`src/hdl/json_string_unescape_utf8_defines.svh`:
```
// Assertion macros for the JSON string unescaper.
`ifndef JSON_STRING_UNESCAPE_UTF8_DEFINES_SVH
`define JSON_STRING_UNESCAPE_UTF8_DEFINES_SVH

`ifndef SYNTHESIS
`define JSU_ASSERT(lbl, prop, msg) \
  lbl: assert property (@(posedge clk) disable iff (rst) prop) else $error(msg);
`define JSU_ASSERT_NEXT(lbl, ante, cons, msg) \
  lbl: assert property (@(posedge clk) disable iff (rst) (ante) |=> (cons)) else $error(msg);
`else
`define JSU_ASSERT(lbl, prop, msg)
`define JSU_ASSERT_NEXT(lbl, ante, cons, msg)
`endif

`endif

```
`src/hdl/jsu_pkg.sv`:
```
package jsu_pkg;

  localparam int QDEPTH = 4;

  typedef enum logic [2:0] {
    M_IDLE,
    M_BODY,
    M_ESC,
    M_HEX1,
    M_WANTBS,
    M_WANTU,
    M_HEX2,
    M_HALT
  } mode_t;

  localparam logic [1:0] KIND_BYTE  = 2'd0;
  localparam logic [1:0] KIND_CLOSE = 2'd1;
  localparam logic [1:0] KIND_ERR   = 2'd2;

  localparam logic [2:0] ERR_NONE     = 3'd0;
  localparam logic [2:0] ERR_NO_QUOTE = 3'd1;
  localparam logic [2:0] ERR_CONTROL  = 3'd2;
  localparam logic [2:0] ERR_ESCAPE   = 3'd3;
  localparam logic [2:0] ERR_HEX      = 3'd4;
  localparam logic [2:0] ERR_ZERO     = 3'd5;
  localparam logic [2:0] ERR_SURR     = 3'd6;
  localparam logic [2:0] ERR_TEXT_END = 3'd7;

  localparam logic [7:0] CH_SPACE  = 8'h20;
  localparam logic [7:0] CH_TAB    = 8'h09;
  localparam logic [7:0] CH_CR     = 8'h0D;
  localparam logic [7:0] CH_LF     = 8'h0A;
  localparam logic [7:0] CH_QUOTE  = 8'h22;
  localparam logic [7:0] CH_BSLASH = 8'h5C;
  localparam logic [7:0] CH_SLASH  = 8'h2F;
  localparam logic [7:0] CH_B      = 8'h62;
  localparam logic [7:0] CH_F      = 8'h66;
  localparam logic [7:0] CH_N      = 8'h6E;
  localparam logic [7:0] CH_R      = 8'h72;
  localparam logic [7:0] CH_T      = 8'h74;
  localparam logic [7:0] CH_U      = 8'h75;
  localparam logic [7:0] CH_BS_OUT = 8'h08;
  localparam logic [7:0] CH_FF     = 8'h0C;

  localparam logic [5:0] SURR_HIGH = 6'b110110;
  localparam logic [5:0] SURR_LOW  = 6'b110111;
  localparam logic [10:0] SUPP_BASE = 11'h040;

  typedef struct packed {
    logic [3:0][7:0] bytes;
    logic [1:0]      last_idx;
    logic [1:0]      kind;
    logic [2:0]      err;
  } desc_t;

  typedef struct packed {
    logic full;
    logic empty;
  } q_stat_t;

  function automatic desc_t mk_byte(input logic [7:0] b);
    desc_t d;
    d = '0;
    d.bytes[0] = b;
    d.kind = KIND_BYTE;
    return d;
  endfunction

  function automatic desc_t mk_close();
    desc_t d;
    d = '0;
    d.kind = KIND_CLOSE;
    return d;
  endfunction

  function automatic desc_t mk_err(input logic [2:0] e);
    desc_t d;
    d = '0;
    d.kind = KIND_ERR;
    d.err = e;
    return d;
  endfunction

  function automatic logic [4:0] hex_nib(input logic [7:0] c);
    logic [4:0] r;
    r = '0;
    if (c >= 8'h30 && c <= 8'h39) r = {1'b1, 4'(c - 8'h30)};
    else if (c >= 8'h61 && c <= 8'h66) r = {1'b1, 4'(c - 8'h57)};
    else if (c >= 8'h41 && c <= 8'h46) r = {1'b1, 4'(c - 8'h37)};
    return r;
  endfunction

  function automatic desc_t utf8_enc(input logic [20:0] cp);
    desc_t d;
    d = '0;
    d.kind = KIND_BYTE;
    if (cp <= 21'h7F) begin
      d.bytes[0] = cp[7:0];
      d.last_idx = 2'd0;
    end else if (cp <= 21'h7FF) begin
      d.bytes[0] = {3'b110, cp[10:6]};
      d.bytes[1] = {2'b10, cp[5:0]};
      d.last_idx = 2'd1;
    end else if (cp <= 21'hFFFF) begin
      d.bytes[0] = {4'b1110, cp[15:12]};
      d.bytes[1] = {2'b10, cp[11:6]};
      d.bytes[2] = {2'b10, cp[5:0]};
      d.last_idx = 2'd2;
    end else begin
      d.bytes[0] = {5'b11110, cp[20:18]};
      d.bytes[1] = {2'b10, cp[17:12]};
      d.bytes[2] = {2'b10, cp[11:6]};
      d.bytes[3] = {2'b10, cp[5:0]};
      d.last_idx = 2'd3;
    end
    return d;
  endfunction

endpackage

```
`src/hdl/jsu_front.sv`:
```
module jsu_front (
  input  logic             clk,
  input  logic             rst,
  input  logic             in_valid,
  output logic             in_ready,
  input  logic [7:0]       in_byte,
  input  logic             text_end,
  input  jsu_pkg::q_stat_t q_stat,
  output logic             push,
  output jsu_pkg::desc_t   push_desc
);
  import jsu_pkg::*;

  mode_t       mode, mode_next;
  logic [15:0] hex_value, hex_value_next;
  logic [1:0]  hex_seen, hex_seen_next;
  logic [9:0]  high_bits, high_bits_next;
  logic        accept;
  logic        emit;
  logic [4:0]  nib;
  logic [15:0] hv;
  logic [20:0] pair_cp;

  assign in_ready = !q_stat.full;
  assign accept   = in_valid && in_ready;
  assign push     = accept && emit;
  assign nib      = hex_nib(in_byte);
  assign hv       = {hex_value[11:0], nib[3:0]};
  assign pair_cp  = {({1'b0, high_bits} + SUPP_BASE), hv[9:0]};

  always_ff @(posedge clk) begin
    if (rst) begin
      mode      <= M_IDLE;
      hex_value <= '0;
      hex_seen  <= '0;
      high_bits <= '0;
    end else if (accept) begin
      mode      <= mode_next;
      hex_value <= hex_value_next;
      hex_seen  <= hex_seen_next;
      high_bits <= high_bits_next;
    end
  end

  always_comb begin
    mode_next      = mode;
    hex_value_next = hex_value;
    hex_seen_next  = hex_seen;
    high_bits_next = high_bits;
    emit           = 1'b0;
    push_desc      = mk_close();
    if (text_end) begin
      mode_next      = M_IDLE;
      hex_value_next = '0;
      hex_seen_next  = '0;
      high_bits_next = '0;
      if (mode != M_IDLE && mode != M_HALT) begin
        emit      = 1'b1;
        push_desc = mk_err(ERR_TEXT_END);
      end
    end else begin
      unique case (mode)
        M_IDLE: begin
          if (in_byte == CH_QUOTE) begin
            mode_next = M_BODY;
          end else if (in_byte != CH_SPACE && in_byte != CH_TAB &&
                       in_byte != CH_CR && in_byte != CH_LF) begin
            mode_next = M_HALT;
            emit      = 1'b1;
            push_desc = mk_err(ERR_NO_QUOTE);
          end
        end
        M_BODY: begin
          emit = 1'b1;
          if (in_byte == CH_QUOTE) begin
            mode_next = M_IDLE;
            push_desc = mk_close();
          end else if (in_byte < CH_SPACE) begin
            mode_next = M_HALT;
            push_desc = mk_err(ERR_CONTROL);
          end else if (in_byte == CH_BSLASH) begin
            mode_next = M_ESC;
            emit      = 1'b0;
          end else begin
            push_desc = mk_byte(in_byte);
          end
        end
        M_ESC: begin
          mode_next = M_BODY;
          emit      = 1'b1;
          unique case (in_byte)
            CH_QUOTE:  push_desc = mk_byte(CH_QUOTE);
            CH_BSLASH: push_desc = mk_byte(CH_BSLASH);
            CH_SLASH:  push_desc = mk_byte(CH_SLASH);
            CH_B:      push_desc = mk_byte(CH_BS_OUT);
            CH_F:      push_desc = mk_byte(CH_FF);
            CH_N:      push_desc = mk_byte(CH_LF);
            CH_R:      push_desc = mk_byte(CH_CR);
            CH_T:      push_desc = mk_byte(CH_TAB);
            CH_U: begin
              mode_next      = M_HEX1;
              hex_value_next = '0;
              hex_seen_next  = '0;
              emit           = 1'b0;
            end
            default: begin
              mode_next = M_HALT;
              push_desc = mk_err(ERR_ESCAPE);
            end
          endcase
        end
        M_HEX1, M_HEX2: begin
          if (!nib[4]) begin
            mode_next = M_HALT;
            emit      = 1'b1;
            push_desc = mk_err(ERR_HEX);
          end else begin
            hex_value_next = hv;
            hex_seen_next  = hex_seen + 2'd1;
            if (hex_seen == 2'd3) begin
              emit = 1'b1;
              if (mode == M_HEX2) begin
                if (hv[15:10] != SURR_LOW) begin
                  mode_next = M_HALT;
                  push_desc = mk_err(ERR_SURR);
                end else begin
                  mode_next = M_BODY;
                  push_desc = utf8_enc(pair_cp);
                end
              end else if (hv == '0) begin
                mode_next = M_HALT;
                push_desc = mk_err(ERR_ZERO);
              end else if (hv[15:10] == SURR_HIGH) begin
                high_bits_next = hv[9:0];
                mode_next      = M_WANTBS;
                emit           = 1'b0;
              end else if (hv[15:10] == SURR_LOW) begin
                mode_next = M_HALT;
                push_desc = mk_err(ERR_SURR);
              end else begin
                mode_next = M_BODY;
                push_desc = utf8_enc({5'd0, hv});
              end
            end
          end
        end
        M_WANTBS: begin
          if (in_byte == CH_BSLASH) begin
            mode_next = M_WANTU;
          end else begin
            mode_next = M_HALT;
            emit      = 1'b1;
            push_desc = mk_err(ERR_SURR);
          end
        end
        M_WANTU: begin
          if (in_byte == CH_U) begin
            mode_next      = M_HEX2;
            hex_value_next = '0;
            hex_seen_next  = '0;
          end else begin
            mode_next = M_HALT;
            emit      = 1'b1;
            push_desc = mk_err(ERR_SURR);
          end
        end
        M_HALT: begin
          mode_next = M_HALT;
        end
      endcase
    end
  end

endmodule

```
`src/hdl/jsu_queue.sv`:
```
module jsu_queue #(
  parameter int DEPTH = jsu_pkg::QDEPTH
) (
  input  logic              clk,
  input  logic              rst,
  input  logic              push,
  input  jsu_pkg::desc_t    push_desc,
  input  logic              pop,
  output jsu_pkg::desc_t    head,
  output jsu_pkg::q_stat_t  q_stat
);
  import jsu_pkg::*;

  localparam int AW = $clog2(DEPTH);
  localparam int CW = $clog2(DEPTH + 1);

  desc_t         slots [DEPTH];
  logic [AW-1:0] wr_ptr;
  logic [AW-1:0] rd_ptr;
  logic [CW-1:0] count;
  logic          do_push;
  logic          do_pop;

  assign q_stat.full  = (count == CW'(DEPTH));
  assign q_stat.empty = (count == '0);
  assign do_push      = push && !q_stat.full;
  assign do_pop       = pop && !q_stat.empty;
  assign head         = slots[rd_ptr];

  always_ff @(posedge clk) begin
    if (do_push) begin
      slots[wr_ptr] <= push_desc;
    end
  end

  always_ff @(posedge clk) begin
    if (rst) begin
      wr_ptr <= '0;
      rd_ptr <= '0;
      count  <= '0;
    end else begin
      if (do_push) begin
        wr_ptr <= (wr_ptr == AW'(DEPTH - 1)) ? '0 : wr_ptr + AW'(1);
      end
      if (do_pop) begin
        rd_ptr <= (rd_ptr == AW'(DEPTH - 1)) ? '0 : rd_ptr + AW'(1);
      end
      if (do_push && !do_pop) begin
        count <= count + CW'(1);
      end else if (do_pop && !do_push) begin
        count <= count - CW'(1);
      end
    end
  end

endmodule

```
`src/hdl/jsu_back.sv`:
```
module jsu_back (
  input  logic             clk,
  input  logic             rst,
  input  jsu_pkg::desc_t   head,
  input  jsu_pkg::q_stat_t q_stat,
  output logic             pop,
  output logic             out_valid,
  input  logic             out_ready,
  output logic [7:0]       out_byte,
  output logic [1:0]       out_kind,
  output logic [2:0]       error_kind,
  output logic             last_of_run
);
  import jsu_pkg::*;

  logic [1:0] pos;
  logic       load;
  logic       take;
  logic       at_last;

  assign load    = !out_valid || out_ready;
  assign take    = load && !q_stat.empty;
  assign at_last = (pos == head.last_idx);
  assign pop     = take && at_last;

  always_ff @(posedge clk) begin
    if (rst) begin
      out_valid <= 1'b0;
      pos       <= '0;
    end else if (load) begin
      out_valid <= !q_stat.empty;
      if (take) begin
        pos <= at_last ? 2'd0 : pos + 2'd1;
      end
    end
  end

  always_ff @(posedge clk) begin
    if (take) begin
      out_byte    <= head.bytes[pos];
      out_kind    <= head.kind;
      error_kind  <= head.err;
      last_of_run <= at_last;
    end
  end

endmodule

```
`src/hdl/json_string_unescape_utf8.sv`:
```
// JSON string unescaper: raw text bytes in, decoded UTF-8 bytes out.
// Input channel: in_valid/in_ready with in_byte and text_end, one request
// per text byte. Output channel: out_valid/out_ready with out_byte,
// out_kind (byte, string closed, error), error_kind and last_of_run, which
// marks the final result caused by one input byte.
// A byte is decoded in the cycle it is accepted and its results enter a
// DEPTH-entry queue; the earliest result passes from the queue into the
// output register before it is presented. One input byte is taken per
// cycle while the queue has room, and one result leaves per cycle while
// the receiver is ready; a \u escape that yields 3 or 4 UTF-8 bytes
// presents them one after another, the queue absorbing the burst.
// Whitespace, opening quotes, backslashes and partial hex give no result.
// After an error the decoder ignores bytes until text_end.
// Reset clears the decoder to idle (awaiting an opening quote) and empties
// the queue and output register. When the receiver stalls, the output
// register holds, the queue fills, and in_ready drops once it is full.
`include "json_string_unescape_utf8_defines.svh"
module json_string_unescape_utf8 #(
  parameter int DEPTH = jsu_pkg::QDEPTH
) (
  input  logic       clk,
  input  logic       rst,
  input  logic       in_valid,
  output logic       in_ready,
  input  logic [7:0] in_byte,
  input  logic       text_end,
  output logic       out_valid,
  input  logic       out_ready,
  output logic [7:0] out_byte,
  output logic [1:0] out_kind,
  output logic [2:0] error_kind,
  output logic       last_of_run
);
  import jsu_pkg::*;

  q_stat_t q_stat;
  desc_t   push_desc;
  desc_t   head;
  logic    q_push;
  logic    q_pop;

  jsu_front u_front (
    .clk       (clk),
    .rst       (rst),
    .in_valid  (in_valid),
    .in_ready  (in_ready),
    .in_byte   (in_byte),
    .text_end  (text_end),
    .q_stat    (q_stat),
    .push      (q_push),
    .push_desc (push_desc)
  );

  jsu_queue #(
    .DEPTH (DEPTH)
  ) u_queue (
    .clk       (clk),
    .rst       (rst),
    .push      (q_push),
    .push_desc (push_desc),
    .pop       (q_pop),
    .head      (head),
    .q_stat    (q_stat)
  );

  jsu_back u_back (
    .clk         (clk),
    .rst         (rst),
    .head        (head),
    .q_stat      (q_stat),
    .pop         (q_pop),
    .out_valid   (out_valid),
    .out_ready   (out_ready),
    .out_byte    (out_byte),
    .out_kind    (out_kind),
    .error_kind  (error_kind),
    .last_of_run (last_of_run)
  );

  `JSU_ASSERT(a_term_last, out_valid && out_kind != KIND_BYTE |-> last_of_run, "end not last")
  `JSU_ASSERT(a_err, out_valid |-> (out_kind == KIND_ERR) == (error_kind != ERR_NONE), "bad error")
  `JSU_ASSERT(a_kind_range, out_valid |-> out_kind != 2'd3, "undefined result kind")
  `JSU_ASSERT_NEXT(a_push_fill, q_push && !q_stat.full, !q_stat.empty, "queue empty after request")

endmodule

```
`config.mk`:
```
export PLATFORM = sky130hd
export DESIGN_NAME = json_string_unescape_utf8
export DESIGN_NICKNAME = d
export VERILOG_FILES = /design/src/hdl/jsu_pkg.sv /design/src/hdl/jsu_front.sv /design/src/hdl/jsu_queue.sv /design/src/hdl/jsu_back.sv /design/src/hdl/json_string_unescape_utf8.sv
export VERILOG_INCLUDE_DIRS = /design/src /design/src/hdl
export SDC_FILE = /design/constraint.sdc
export NUM_CORES = 1
export LEC_CHECK = 0
export CAP_MARGIN = 5
export CORE_ASPECT_RATIO = 0.75
export CORE_UTILIZATION = 55
export DETAILED_ROUTE_END_ITERATION = 10
export DONT_BUFFER_PORTS = 1
export PLACE_DENSITY = 0.76
export REMOVE_ABC_BUFFERS = 1
export SLEW_MARGIN = 15
export SYNTH_ARGS = -nofsm -noshare
export SYNTH_HDL_FRONTEND = slang
export SYNTH_HIERARCHICAL = 1
export SYNTH_SLANG_ARGS = --single-unit
```
`constraint.sdc`:
```
create_clock -name clk -period 8 [get_ports clk]
set_input_delay 0.8 -clock clk [delete_from_list [all_inputs] [get_ports clk]]
set_output_delay 0.8 -clock clk [all_outputs]
set_load 0.05 [all_outputs]
```
==> results, run 1 <==
- The flow ran to the end, and the final reports show no timing, DRC or antenna violations.
- The standard cell core area is between 0.015 and 0.02 mm².
- The number of hold buffers added after cts is 0.
- In the final design database the tool counted 820 nets.
- The weighted congestion reported at the end of routability-driven placement is roughly 0.95.
- Internal power comes to 2.103 mW.
- The first global-routing pass estimated 38,300 µm of wire.
- Pin placement for this block handled 29 I/O pins.
- The detailed-placement wirelength estimate is 16,740 µm.
- The total CTS buffers is 21.
- The global-route total usage across every layer is 25.72%.
- The max-cap violation count is 0.
- The maximum cell stage delay along the critical path is roughly 0.46 ns.
- Buffers added to address setup during post-CTS repair amount to 0.
- 0 antenna diodes ended up in the layout.
- Across the VDD grid, the largest voltage drop is 0.2141 mV.
- Traced cell by cell, the critical path runs through inv_1 > ha_1 > or3b_4 > and3_1 > or2_2 > a21oi_1 > a211oi_1 > nor2_1 > inv_1 > nor2_2 > ha_1 > inv_1 > fa_1 > xor2_1 > or3_2 > a21oi_1.
- The total number of cells along the worst setup path is 16.
- In this run, the clock network consumes between 30% and 40% of the power.
- The switching power of the nets is about 0.92 mW.
- The count of input and output buffers is 0.
- The most used flip-flop cell after synthesis is edfxtp_1.
- The worst hold path class is primary input to flip-flop.
- The post-route minimum period is between 4 and 5 ns.
- The number of synthesized flops with an enable pin is 170.
- The max-slew violation count is 0.
- In this run the core area contains 43 standard-cell rows.
- The total wirelength of the detailed-routed design is 24,890 µm.
- Data arrives at the worst endpoint at 4.57 ns.
- Of the total power, the share spent switching nets is 30.36%.
- The top cell type by area accounts for 48.86% of the synthesized area.
- The maximum clock path buffer count is 3.
- The number of failing setup endpoints in the final timing report is 0.
- The final setup skew is 0.009596 ns.
- Counting flops and latches in the post-synthesis netlist gives 209.
- Of the cells placed in the final design, the portion with a size suffix greater than 1 is 14.48%.
- The data required time at the worst endpoint is roughly 8.4 ns.
- The floorplan step set the die width to 161.2 µm.
- The count of antenna-violating nets left after detailed routing is 0.
- The via count of the first global-routing pass is 6,661.
- The share of synthesized registers carrying an async set or reset is 0%.
- After synthesis, the most frequently instantiated cells are edfxtp_1 (170), nor2_1 (71), a21oi_1 (61).
- The total overflow left after global routing is 0.
- The number of synthesis warnings is 6.
- Dividing the final minimum period by the clock period gives 51.86%.
- Yosys mapped the design onto 97 distinct sky130hd cell types.
- Setup repair after global routing left no endpoint under its margin.
- The worst register-to-register path has a setup slack of 3.87 ns.
- Entering global routing, the biggest net connects 41 pins.
- The synthesized netlist occupies a cell area of 0.01045 mm².
- The mean instance size in the synthesized netlist is between 10 and 15 µm².
- The reg-to-reg startpoint is u_front/mode[1]$_SDFFE_PP0P_.
- The hold violation total from the final report is 0.
- By area the synthesized netlist is led by edfxtp_1 (49%), mux4_2 (9.9%), dfxtp_1 (7.5%), a21oi_1 (2.9%), nor2_1 (2.6%).
- The critical path is of the primary input to flip-flop type.
- Dividing the detail-routed via count by the number of cells gives 6.700.
- The worst pin sits at a relative slew slack of 27.17%.
- The number of clock sinks is 209.
- From bottom edge to top edge, the die measures approximately 120 µm.
- The cell that appears most often on the critical path is inv_1.
- The TritonCTS clock tree is done.
- The fraction of power consumed by combinational cells is 17.7%.
- The routed wire length per instance is 23.59 µm.
- The number of buffers and inverters on the critical path is 3.
- The insertion delay of the later-clocked pin in the worst-skew pair is 0.50 ns.
- The endpoint kind of the worst setup timing path is a flip-flop.
- Measured in cells, the most critical reg-to-reg path has a length of 15.
- The synthesis-to-layout area growth is 6.826%.
- The first detailed-routing pass took 5 iterations.
- Along the worst path, the maximum fanout reaches 9.
- The clock-pin slew of the registers on the worst-case setup and hold paths is 0.06 ns.
- The tightest hold margin is roughly 0.37 ns.
- The area of the die is 0.01956 mm².
- The initial antenna violation count is 0.
- The share of the yosys chip area belonging to registers is between 50% and 60%.
- At the pin with the least slew margin, the transition time is 1.086 ns.
- In the synthesized netlist, the number of instances is slightly above 800.
- The initial standard-cell utilization of the core is between 50 and 60%.
- In this run, the number of DRC markers left after iteration 0 of detailed routing was 681.
- The leakage power is between 3 and 4 nW.
- Summing over every cut layer, the via total after detailed routing is 7,069.
- Power comes to roughly 3.0 mW.
- CTS placed an instance of clkbuf_16 at the clock tree root.
- The worst register-to-register path ends at u_queue/count[2]$_SDFFE_PP0P_.
- CTS built an H-tree with a depth of 1.
- The power density over the cells is around 270 mW/mm².
- The relative contribution of sequential cells to total power is approximately 52%.
- Static timing analysis puts the maximum clock frequency at 241.0 MHz.
- The critical path startpoint category is a primary input.
- The cell with the largest stage delay on the worst path is nor2_1.
- The number of gates resized after cts is 0.
- Setup total negative slack on the finished layout was measured at 0 ns.
- In the routed design, unresolved DRC markers number 0.
- The leading cell type by number of instances after synthesis is edfxtp_1.
- Following the worst setup path forward leads to its endpoint at u_queue/count[2]$_SDFFE_PP0P_.
- The most critical setup path has its startpoint at in_byte[1].
- Broken down by cell family, the worst path's largest delay share belongs to simple AND/OR/NAND/NOR gates.
- The synthesized design spends more area on one cell type than any other, namely edfxtp_1.
## worst min-delay path by stage
| stage | from | cells past startpoint | slack (ns) | to |
|---|---|---|---|---|
| global route | rst | 1 | 0.34 | u_back/out_valid$_SDFFE_PP0N_ |
| global placement | u_queue/rd_ptr[0]$_SDFFE_PP0P_ | 2 | 0.46 | flip-flop |
| CTS | rst | 1 | 0.35 | u_back/out_valid$_SDFFE_PP0N_ |
| finish | rst | 1 | 0.37 | u_back/out_valid$_SDFFE_PP0N_ |
| detailed placement | u_queue/rd_ptr[0]$_SDFFE_PP0P_ | 2 | 0.48 | flip-flop |
| floorplan | u_queue/rd_ptr[0]$_SDFFE_PP0P_ | 2 | 0.46 | flip-flop |
## cell type report
class	instances	area, µm²
clock buffers	30	569.3
multi-input cells	533	4193
clock inverters	8	71.32
inverters	22	87.58
flip-flops and latches	209	5887
repair buffers	6	45.04
well taps	247	309.0
fillers	1403	7400
## placed cells by master (no fill, tap or decap), types with 4 or more instances in the layout
cell type,count
o22ai_1,6
nor4_1,11
o21ai_0,23
a31oi_1,4
and2_1,13
nand2b_1,8
buf_4,6
nor3_1,27
xor2_1,4
a22oi_1,9
edfxtp_1,170
mux4_2,46
a21oi_1,61
a211o_1,6
nor3b_1,6
o21bai_1,6
a21o_1,4
nand3_1,21
clkbuf_1,8
a211oi_1,9
nand2_1,41
nor2b_1,11
and3_2,4
a22o_1,7
nand4_1,10
mux2i_1,5
o221ai_1,4
and3_1,9
inv_1,21
ha_1,13
o211ai_1,4
dfxtp_1,38
nor2_1,71
clkbuf_16,21
## stage by stage
| stage | utilization, % | worst slack (ns) | area [µm²] | std cells |
|---|---|---|---|---|
| 2_1_floorplan | - | 3.774 | 10170 | 764 |
| 3_3_place_gp | 56.68 | 3.646 | 10520 | 1017 |
| 3_5_place_dp | 56.68 | 3.400 | 10520 | 1017 |
| 4_1_cts | 60.13 | 3.912 | 11160 | 1055 |
| 5_1_grt | 60.13 | 3.599 | 11160 | 1055 |
| 6_report | 60.13 | 3.851 | 11160 | 1055 |
## layer usage
| metal | GRT usage, % | up-vias | wire, µm |
|---|---|---|---|
| li1 | - | 3140 | - |
| met1 | 37.48 | 3512 | 10760 |
| met2 | 39.39 | 369 | 11190 |
| met3 | 5.092 | 48 | 2374 |
| met4 | 7.075 | 0 | 567 |
| met5 | 0 | - | 0 |
## logic make-up after synthesis
group           after synthesis  share of synthesized area [%]
mux                          59                          11.65
fa+ha+maj                    14                          1.748
buf+inv                      77                          3.616
simple gates                267                          13.80
flops                       209                          56.33
other cells                   1                        0.03589
xor+xnor                      7                         0.5868
compound gates              183                          12.24
## worst reg2reg max path: stages, from the launching register on
cell	delay (ns)
dfxtp_1	0.74
nor2b_1	0.35
nand2_1	0.19
or3b_2	0.26
nand2_1	0.07
a21oi_1	0.18
a211oi_1	0.07
nor2_1	0.46
inv_1	0.16
nor2_2	0.18
ha_1	0.22
inv_1	0.07
fa_1	0.37
xor2_1	0.17
or3_2	0.42
a21oi_1	0.16
## flip-flops by register name, summed over array words and instances, names as in the netlist, named ones only
name                count
u_queue/rd_ptr          2
u_back/last_of_run      1
u_front/hex_seen        2
u_front/mode            3
u_back/pos              2
u_queue/count           3
u_back/out_valid        1
u_queue/slots         156
u_queue/wr_ptr          2
u_front/hex_value      12
u_back/error_kind       3
u_front/high_bits      10
u_back/out_kind         2
u_back/out_byte         8
## power by group through the flow
| stage | Clock, mW | Combinational (mW) | Sequential (mW) |
|---|---|---|---|
| floorplan | 0 | 0.374 | 1.58 |
| global placement | 0 | 0.511 | 1.58 |
| detailed placement | 0 | 0.531 | 1.59 |
| CTS | 0.937 | 0.536 | 1.57 |
| global route | 0.972 | 0.576 | 1.58 |
| finish | 0.919 | 0.534 | 1.57 |
Note: power is estimated with default switching activity, not from simulation.
==> run 2: changes to the inputs <==
==> constraint.sdc (replaced) <==
create_clock -name clk -period 3.9 [get_ports clk]
set_input_delay 0.39 -clock clk [delete_from_list [all_inputs] [get_ports clk]]
set_output_delay 0.39 -clock clk [all_outputs]
set_load 0.05 [all_outputs]
==> results, run 2 (synthesis results as in run 1) <==
- The flow ran to the end, and the final reports show no timing, DRC or antenna violations.
- The detailed-placement wirelength estimate is 18,340 µm (+9.5%).
- The final core area utilization is 62.13% (+2.0 points).
- The hold violation total from the final report is 0 (unchanged).
- The global-route total usage across every layer is 28.63% (+2.9 points).
- TritonCTS built the clock tree.
- The diode insertion count for antenna repair is 0 (unchanged).
- The net count reported at finish is 855 (+4.3%).
- The largest registers in the layout are u_queue/slots: 156 flops, u_front/hex_value: 12 flops, u_front/high_bits: 10 flops.
- The leading cell type in the layout, fill and taps excluded is edfxtp_1.
- The standard cell core area is 0.01856 mm² (unchanged).
- Ranked by flip-flop count, first place goes to u_queue/slots.
- The max-slew violation count is 0 (unchanged).
- The actual transition at the worst max-transition pin came to 1.060 ns (-0.02595 ns).
- The total CTS buffers is 20 (-4.8%).
- The first-pass GRT wire length came to 41,330 µm (+7.9%).
- The peak fanout along the critical path is 7 (-2).
- The count of boundary I/O pins is 29 (unchanged).
- The tightest hold margin is 0.1086 ns (-0.2644 ns).
- The class of the most critical setup path is flip-flop to flip-flop.
- The clock-pin slew of the registers on the worst-case setup and hold paths came to 0.06 ns (about the same).
- The normalized max-slew margin is 28.92% (+1.7 points).
- The leakage power is 3.907 nW (+5.8%).
- The initial antenna violation count is 0 (unchanged).
- The data required time at the worst endpoint is 4.32 ns (-4.11 ns).
- The final setup skew is 0.01467 ns (+0.005076 ns).
- The flip-flop count of the largest register after layout came to 156 (unchanged).
- The weighted congestion reported at the end of routability-driven placement came to 0.9606 (+1.2%).
- The sum of negative setup slack is 0 ns (unchanged).
- The count of input and output buffers is 0 (unchanged).
- The die height is 121.4 µm (unchanged).
- The count of antenna-violating nets left after detailed routing came to 0 (unchanged).
- The endpoint kind of the worst setup timing path is a flip-flop.
- The number of detailed-route iterations in the first pass was 6 (+1).
- The via count is 7,271 (+2.9%).
- The synthesis-to-layout area growth is 10.37%.
- Setup repair after global routing left no endpoint under its margin.
- Subtracting the final worst setup slack from the clock period gives approximately 3.5 ns.
- The DRC marker count from the first detailed-route iteration is 748 (+9.8%).
- The site row count was 43 (unchanged).
- The via count normalized by instance count is 6.677 (-0.35%).
- The insertion delay of the later-clocked pin in the worst-skew pair is 0.50 ns (about the same).
- The worst path uses 90.21% of the clock period.
- The remaining global-route overflow was 0 (unchanged).
- STA classifies the critical path startpoint as a flip-flop.
- The area of the die came to 0.01956 mm² (unchanged).
- Clock tree synthesis selected as its root buffer the cell clkbuf_16.
- The number of failing setup endpoints in the final timing report was 0 (unchanged).
- In this run the worst hold path is classified as primary input to flip-flop.
- The top cell types in the final layout, fill and taps aside, are edfxtp_1 (170), nor2_1 (71), a21oi_1 (61).
- The initial standard-cell utilization of the core came to 56.29% (unchanged).
- The highest attainable clock frequency is 284.2 MHz.
- The power density over the cells is 556.8 mW/mm² (+110%).
- The number of clock sinks came to 209 (unchanged).
- The overall power is 6.421 mW (+110%).
- The fraction of layout instances using a drive strength above 1 is 18.53% (+4.0 points).
- The maximum number of pins on one net before global-route repair came to 40 (-2.4%).
- The DRC violations left came to 0 (unchanged).
- The chip width is 161.2 µm (unchanged).
- The count of H-tree levels built during CTS came to 1 (unchanged).
- The routed wire length per instance is 25.55 µm (+8.3%).
- The critical path arrival was 3.93 ns (-0.64 ns).
- The via count of the first global-routing pass is 6,853 (+2.9%).
- The highest ir drop seen on vdd is 0.4447 mV (+110%).
- The maximum clock path buffer count was 3 (unchanged).
- The total wirelength of the detailed-routed design came to 27,820 µm (+12%).
- The flop-to-flop setup slack is 0.38 ns (-3.49 ns).
- The max-cap violation count is 0 (unchanged).
run 2: cell types whose count changed in the layout (fill, tap and decap cells not counted):
cell / change
inv_6: -2
bufinv_16: +2
clkbuf_1: -5
clkbuf_16: -1
clkbuf_8: -1
clkinv_8: +2
clkinvlp_4: +2
clkinv_2: +1
buf_12: +5
buf_4: +31
run 2: timing repair:
| item | CTS | global route |
|---|---|---|
| hold endpoints to repair | 37 | 0 |
| buffers inserted | 0 | 0 |
| hold buffers | 1 | 0 |
| resized for setup | 0 | 0 |
run 2: final timing paths:
| check | startpoint | to | cells past startpoint |
|---|---|---|---|
| worst max register to register | u_queue/count[0]$_SDFFE_PP0P_ | u_queue/count[2]$_SDFFE_PP0P_ | 13 |
| worst min register to register | u_front/hex_seen[1]$_SDFFE_PP0P_ | u_front/hex_seen[1]$_SDFFE_PP0P_ | 2 |
| worst min-delay path | text_end | u_front/mode[0]$_SDFFE_PP0P_ | 2 |
| worst max-delay path | u_queue/count[0]$_SDFFE_PP0P_ | u_queue/count[2]$_SDFFE_PP0P_ | 13 |
run 2: layout make-up:
cell class	count	area, µm²
Timing Repair Buffer	42	377.9
Clock inverter	13	166.4
Clock buffer	23	511.7
Sequential cell	209	5887
Tap cell	247	309.0
Fill cell	1367	7029
Inverter	22	87.58
Multi-Input combinational cell	533	4193
run 2: worst max-delay path: stages, from the launching register on:
cell and delay [ns]:
dfxtp_1 0.44, or3b_1 0.31, clkinv_4 0.12, nor2b_1 0.38, nand3_1 0.20, nor2_1 0.33, inv_1 0.13, nor2_2 0.16
ha_1 0.20, inv_1 0.06, fa_1 0.37, xor2_1 0.16, or3_2 0.41, a21oi_1 0.17
run 2: routing by layer:
metal | global-route usage [%] | up-vias | wire, µm
li1 | - | 3215 | -
met1 | 39.77 | 3618 | 11660
met2 | 45.77 | 377 | 13080
met3 | 5.434 | 61 | 2286
met4 | 8.903 | 0 | 792
met5 | 0 | - | 0
run 2: metrics by stage:
step                      worst slack [ns]  area, µm²  std cells
after floorplan                    -0.3256      10170        764
after global placement              0.1723      10830       1052
after detailed placement          -0.02253      10830       1052
after CTS                           0.4161      11530       1089
after global routing                0.1731      11530       1089
final                               0.3818      11530       1089
run 2: where the power goes:
part           internal [mW]  switching (mW)  leakage, nW  total [mW]
clock                   1.16           0.827        0.319        1.98
sequential              2.76           0.467         1.94        3.23
combinational          0.503           0.704         1.65        1.21
==> run 3: changes to the inputs <==
--- a/config.mk
+++ b/config.mk
@@ -8,10 +8,11 @@
 export LEC_CHECK = 0
 export CAP_MARGIN = 5
 export CORE_ASPECT_RATIO = 0.75
-export CORE_UTILIZATION = 55
+export CORE_UTILIZATION = 29
+export CTS_CLUSTER_SIZE = 12
 export DETAILED_ROUTE_END_ITERATION = 10
 export DONT_BUFFER_PORTS = 1
-export PLACE_DENSITY = 0.76
+export PLACE_DENSITY = 0.49
 export REMOVE_ABC_BUFFERS = 1
 export SLEW_MARGIN = 15
 export SYNTH_ARGS = -nofsm -noshare
==> results, run 3 (synthesis results as in run 1) <==
- The standard cell core area is 0.03506 mm² (+89%).
- The chip width is 221.2 µm (+37%).
- The total CTS buffers is 22 (+10%).
- The highest attainable clock frequency came to 296.8 MHz (+4.4%).
- The post-CTS setup buffer count is 0 (unchanged).
- The remaining global-route overflow was 0 (unchanged).
- The area of the die is 0.03680 mm² (+88%).
- The hold path depth is 2 (unchanged).
- The net count reported at finish is 858 (+0.35%).
- The setup slack of the critical path after layout is 0.5302 ns (+0.1484 ns).
- The initial antenna violation count is 0 (unchanged).
- STA classifies the critical path startpoint as a primary input.
- The worst reg-to-reg path cell count is 14 (+1).
- The flip-flop count of the largest register after layout is 156 (unchanged).
- The number of fill cells is 3,427 (+150%).
- The count of boundary I/O pins was 29 (unchanged).
- The power density over the cells came to 541.6 mW/mm² (-2.7%).
- The die height is 166.4 µm (+37%).
- The worst slack after detailed placement came to 0.05739 ns (+0.07991 ns).
- The detailed-placement wirelength estimate was 17,980 µm (-1.9%).
- The routed wire length per instance is 20.66 µm (-19%).
- The leading cell type in the layout, fill and taps excluded is edfxtp_1.
- The leakage power was 3.923 nW (+0.39%).
- Setup repair after global routing left no endpoint under its margin.
- The TritonCTS clock tree is done.
- The class of the most critical setup path is primary input to flip-flop.
- The normalized max-slew margin came to 28.43% (-0.49 points).
- The worst hold path class is primary input to flip-flop.
- The total wirelength of the detailed-routed design is 26,940 µm (-3.1%).
- The endpoint kind of the worst setup timing path is a flip-flop.
- The insertion delay of the later-clocked pin in the worst-skew pair is 0.51 ns (about the same).
- The count of H-tree levels built during CTS is 1 (unchanged).
- The via count of the first global-routing pass is 6,670 (-2.7%).
- The max-slew violation count is 0 (unchanged).
- The post-route clock period utilization is 86.40% (-3.8 points).
- The maximum clock path buffer count is 3 (unchanged).
- The clock-pin slew of the registers on the worst-case setup and hold paths was 0.06 ns (about the same).
- The tightest hold margin is 0.1002 ns (-0.008420 ns).
- Leaving out fill and tap cells, the most frequent cells in the layout are edfxtp_1 (170), nor2_1 (70), a21oi_1 (61).
- The critical path arrival is 3.81 ns (-0.12 ns).
- The largest registers in the layout are u_queue/slots: 156 flops, u_front/hex_value: 12 flops, u_front/high_bits: 10 flops.
- The register with the most flip-flops in the final layout is u_queue/slots.
- The actual transition at the worst max-transition pin is 1.072 ns (+0.01258 ns).
- The DRC violations left is 0 (unchanged).
- The number of placed instances with taps included is 1,263 (+20%).
- The overall power is 6.396 mW (-0.38%).
- The count of input and output buffers came to 0 (unchanged).
- The fraction of layout instances using a drive strength above 1 is 18.44% (-0.088 points).
- The number of cells in the finished layout apart from fillers was 1,304 (+20%).
- The via count normalized by instance count is 5.298 (-21%).
- The data required time at the worst endpoint is 4.34 ns (+0.02 ns).
- The maximum number of pins on one net before global-route repair is 40 (unchanged).
- The synthesis-to-layout area growth is 13.03%.
- The DRC marker count from the first detailed-route iteration is 671 (-10%).
- The number of clock sinks was 209 (unchanged).
- The root buffer cell is clkbuf_16.
- The final setup skew is 0.01623 ns (+0.001559 ns).
- The max-cap violation count is 0 (unchanged).
- The count of antenna-violating nets left after detailed routing came to 0 (unchanged).
- The weighted congestion reported at the end of routability-driven placement came to 0.8855 (-7.8%).
- The via count is 6,909 (-5.0%).
- The initial standard-cell utilization of the core is 29.80% (-26 points).
- The post-route minimum period was 3.370 ns (-0.1484 ns).
- The number of failing setup endpoints in the final timing report is 0 (unchanged).
- The peak fanout along the critical path was 9 (+2).
- The flow ran to the end, and the final reports show no timing, DRC or antenna violations.
- The global-route total usage across every layer is 14.71% (-14 points).
- The number of detailed-route iterations in the first pass was 6 (unchanged).
- The highest ir drop seen on vdd is 0.2717 mV (-39%).
- The hold violation total from the final report came to 0 (unchanged).
- The number of gates resized after cts is 0 (unchanged).
- The first-pass GRT wire length is 41,830 µm (+1.2%).
- The site row count is 59 (+37%).
-- run 3: cell types whose count changed in the layout (fill, tap and decap cells not counted), moves of 2 or more --
cell        change
clkinvlp_4      -3
clkinv_2        -2
bufinv_16       -2
clkbuf_16       +3
clkbuf_1        +9
clkinv_1        -3
clkinv_8        -2
-- run 3: where the power goes --
part           internal (mW)  switching, mW
clock                   1.18          0.842
combinational          0.500          0.720
sequential              2.77          0.391
-- run 3: critical path, cell delays in order --
cell and delay (ns):
inv_1 0.04, ha_1 0.26, or3b_4 0.44, and3_1 0.19, or2_2 0.36, a21oi_1 0.19
a211oi_1 0.08, nor2_1 0.26, inv_1 0.11, nor2_2 0.17, ha_1 0.20, inv_1 0.06
fa_1 0.37, xor2_1 0.15, or3_2 0.40, a21oi_1 0.14
-- run 3: cell type report --
class / count / area [µm²] / share of cell area [%]
inverter: 22 / 87.58 / 0.7416
sequential: 209 / 5888 / 49.86
clock buffer: 36 / 634.4 / 5.371
timing repair buffer: 43 / 385.4 / 3.263
antenna: 1 / 2.502 / 0.02119
tap: 457 / 571.8 / 4.842
clock inverter: 3 / 45.04 / 0.3814
multi-input combinational: 533 / 4195 / 35.52
-- run 3: metal layers --
| metal | share of wire (%) | GRT usage [%] | up-vias |
|---|---|---|---|
| met5 | 0 | 0 | - |
| li1 | - | - | 3223 |
| met4 | 1.6 | 2.919 | 0 |
| met2 | 42 | 20.74 | 223 |
| met3 | 6.3 | 2.778 | 28 |
| met1 | 50 | 23.10 | 3435 |
-- run 3: path summary, 6_finish.rpt --
check / slack [ns] / startpoint / endpoint
setup reg to reg: 0.65 / u_queue/count[0]$_SDFFE_PP0P_ / u_queue/count[2]$_SDFFE_PP0P_
hold reg to reg: 0.49 / u_queue/rd_ptr[0]$_SDFFE_PP0P_ / flip-flop
hold / removal: 0.10 / out_ready / u_back/out_valid$_SDFFE_PP0N_
setup / recovery: 0.53 / in_byte[1] / u_queue/count[2]$_SDFFE_PP0P_
-- run 3: what timing repair did --
| action | in CTS | in global routing |
|---|---|---|
| setup endpoints to repair | 0 | 0 |
| hold endpoints to repair | 37 | 0 |
| hold buffers | 1 | 0 |
-- run 3: stage by stage --
step / cell area, µm² / setup TNS [ns] / utilization [%]
after floorplan: 10170 / -0.3425 / -
after global placement: 11110 / 0 / 31.68
after detailed placement: 11110 / 0 / 31.68
after CTS: 11810 / 0 / 33.67
after global routing: 11810 / 0 / 33.67
final: 11810 / 0 / 33.68
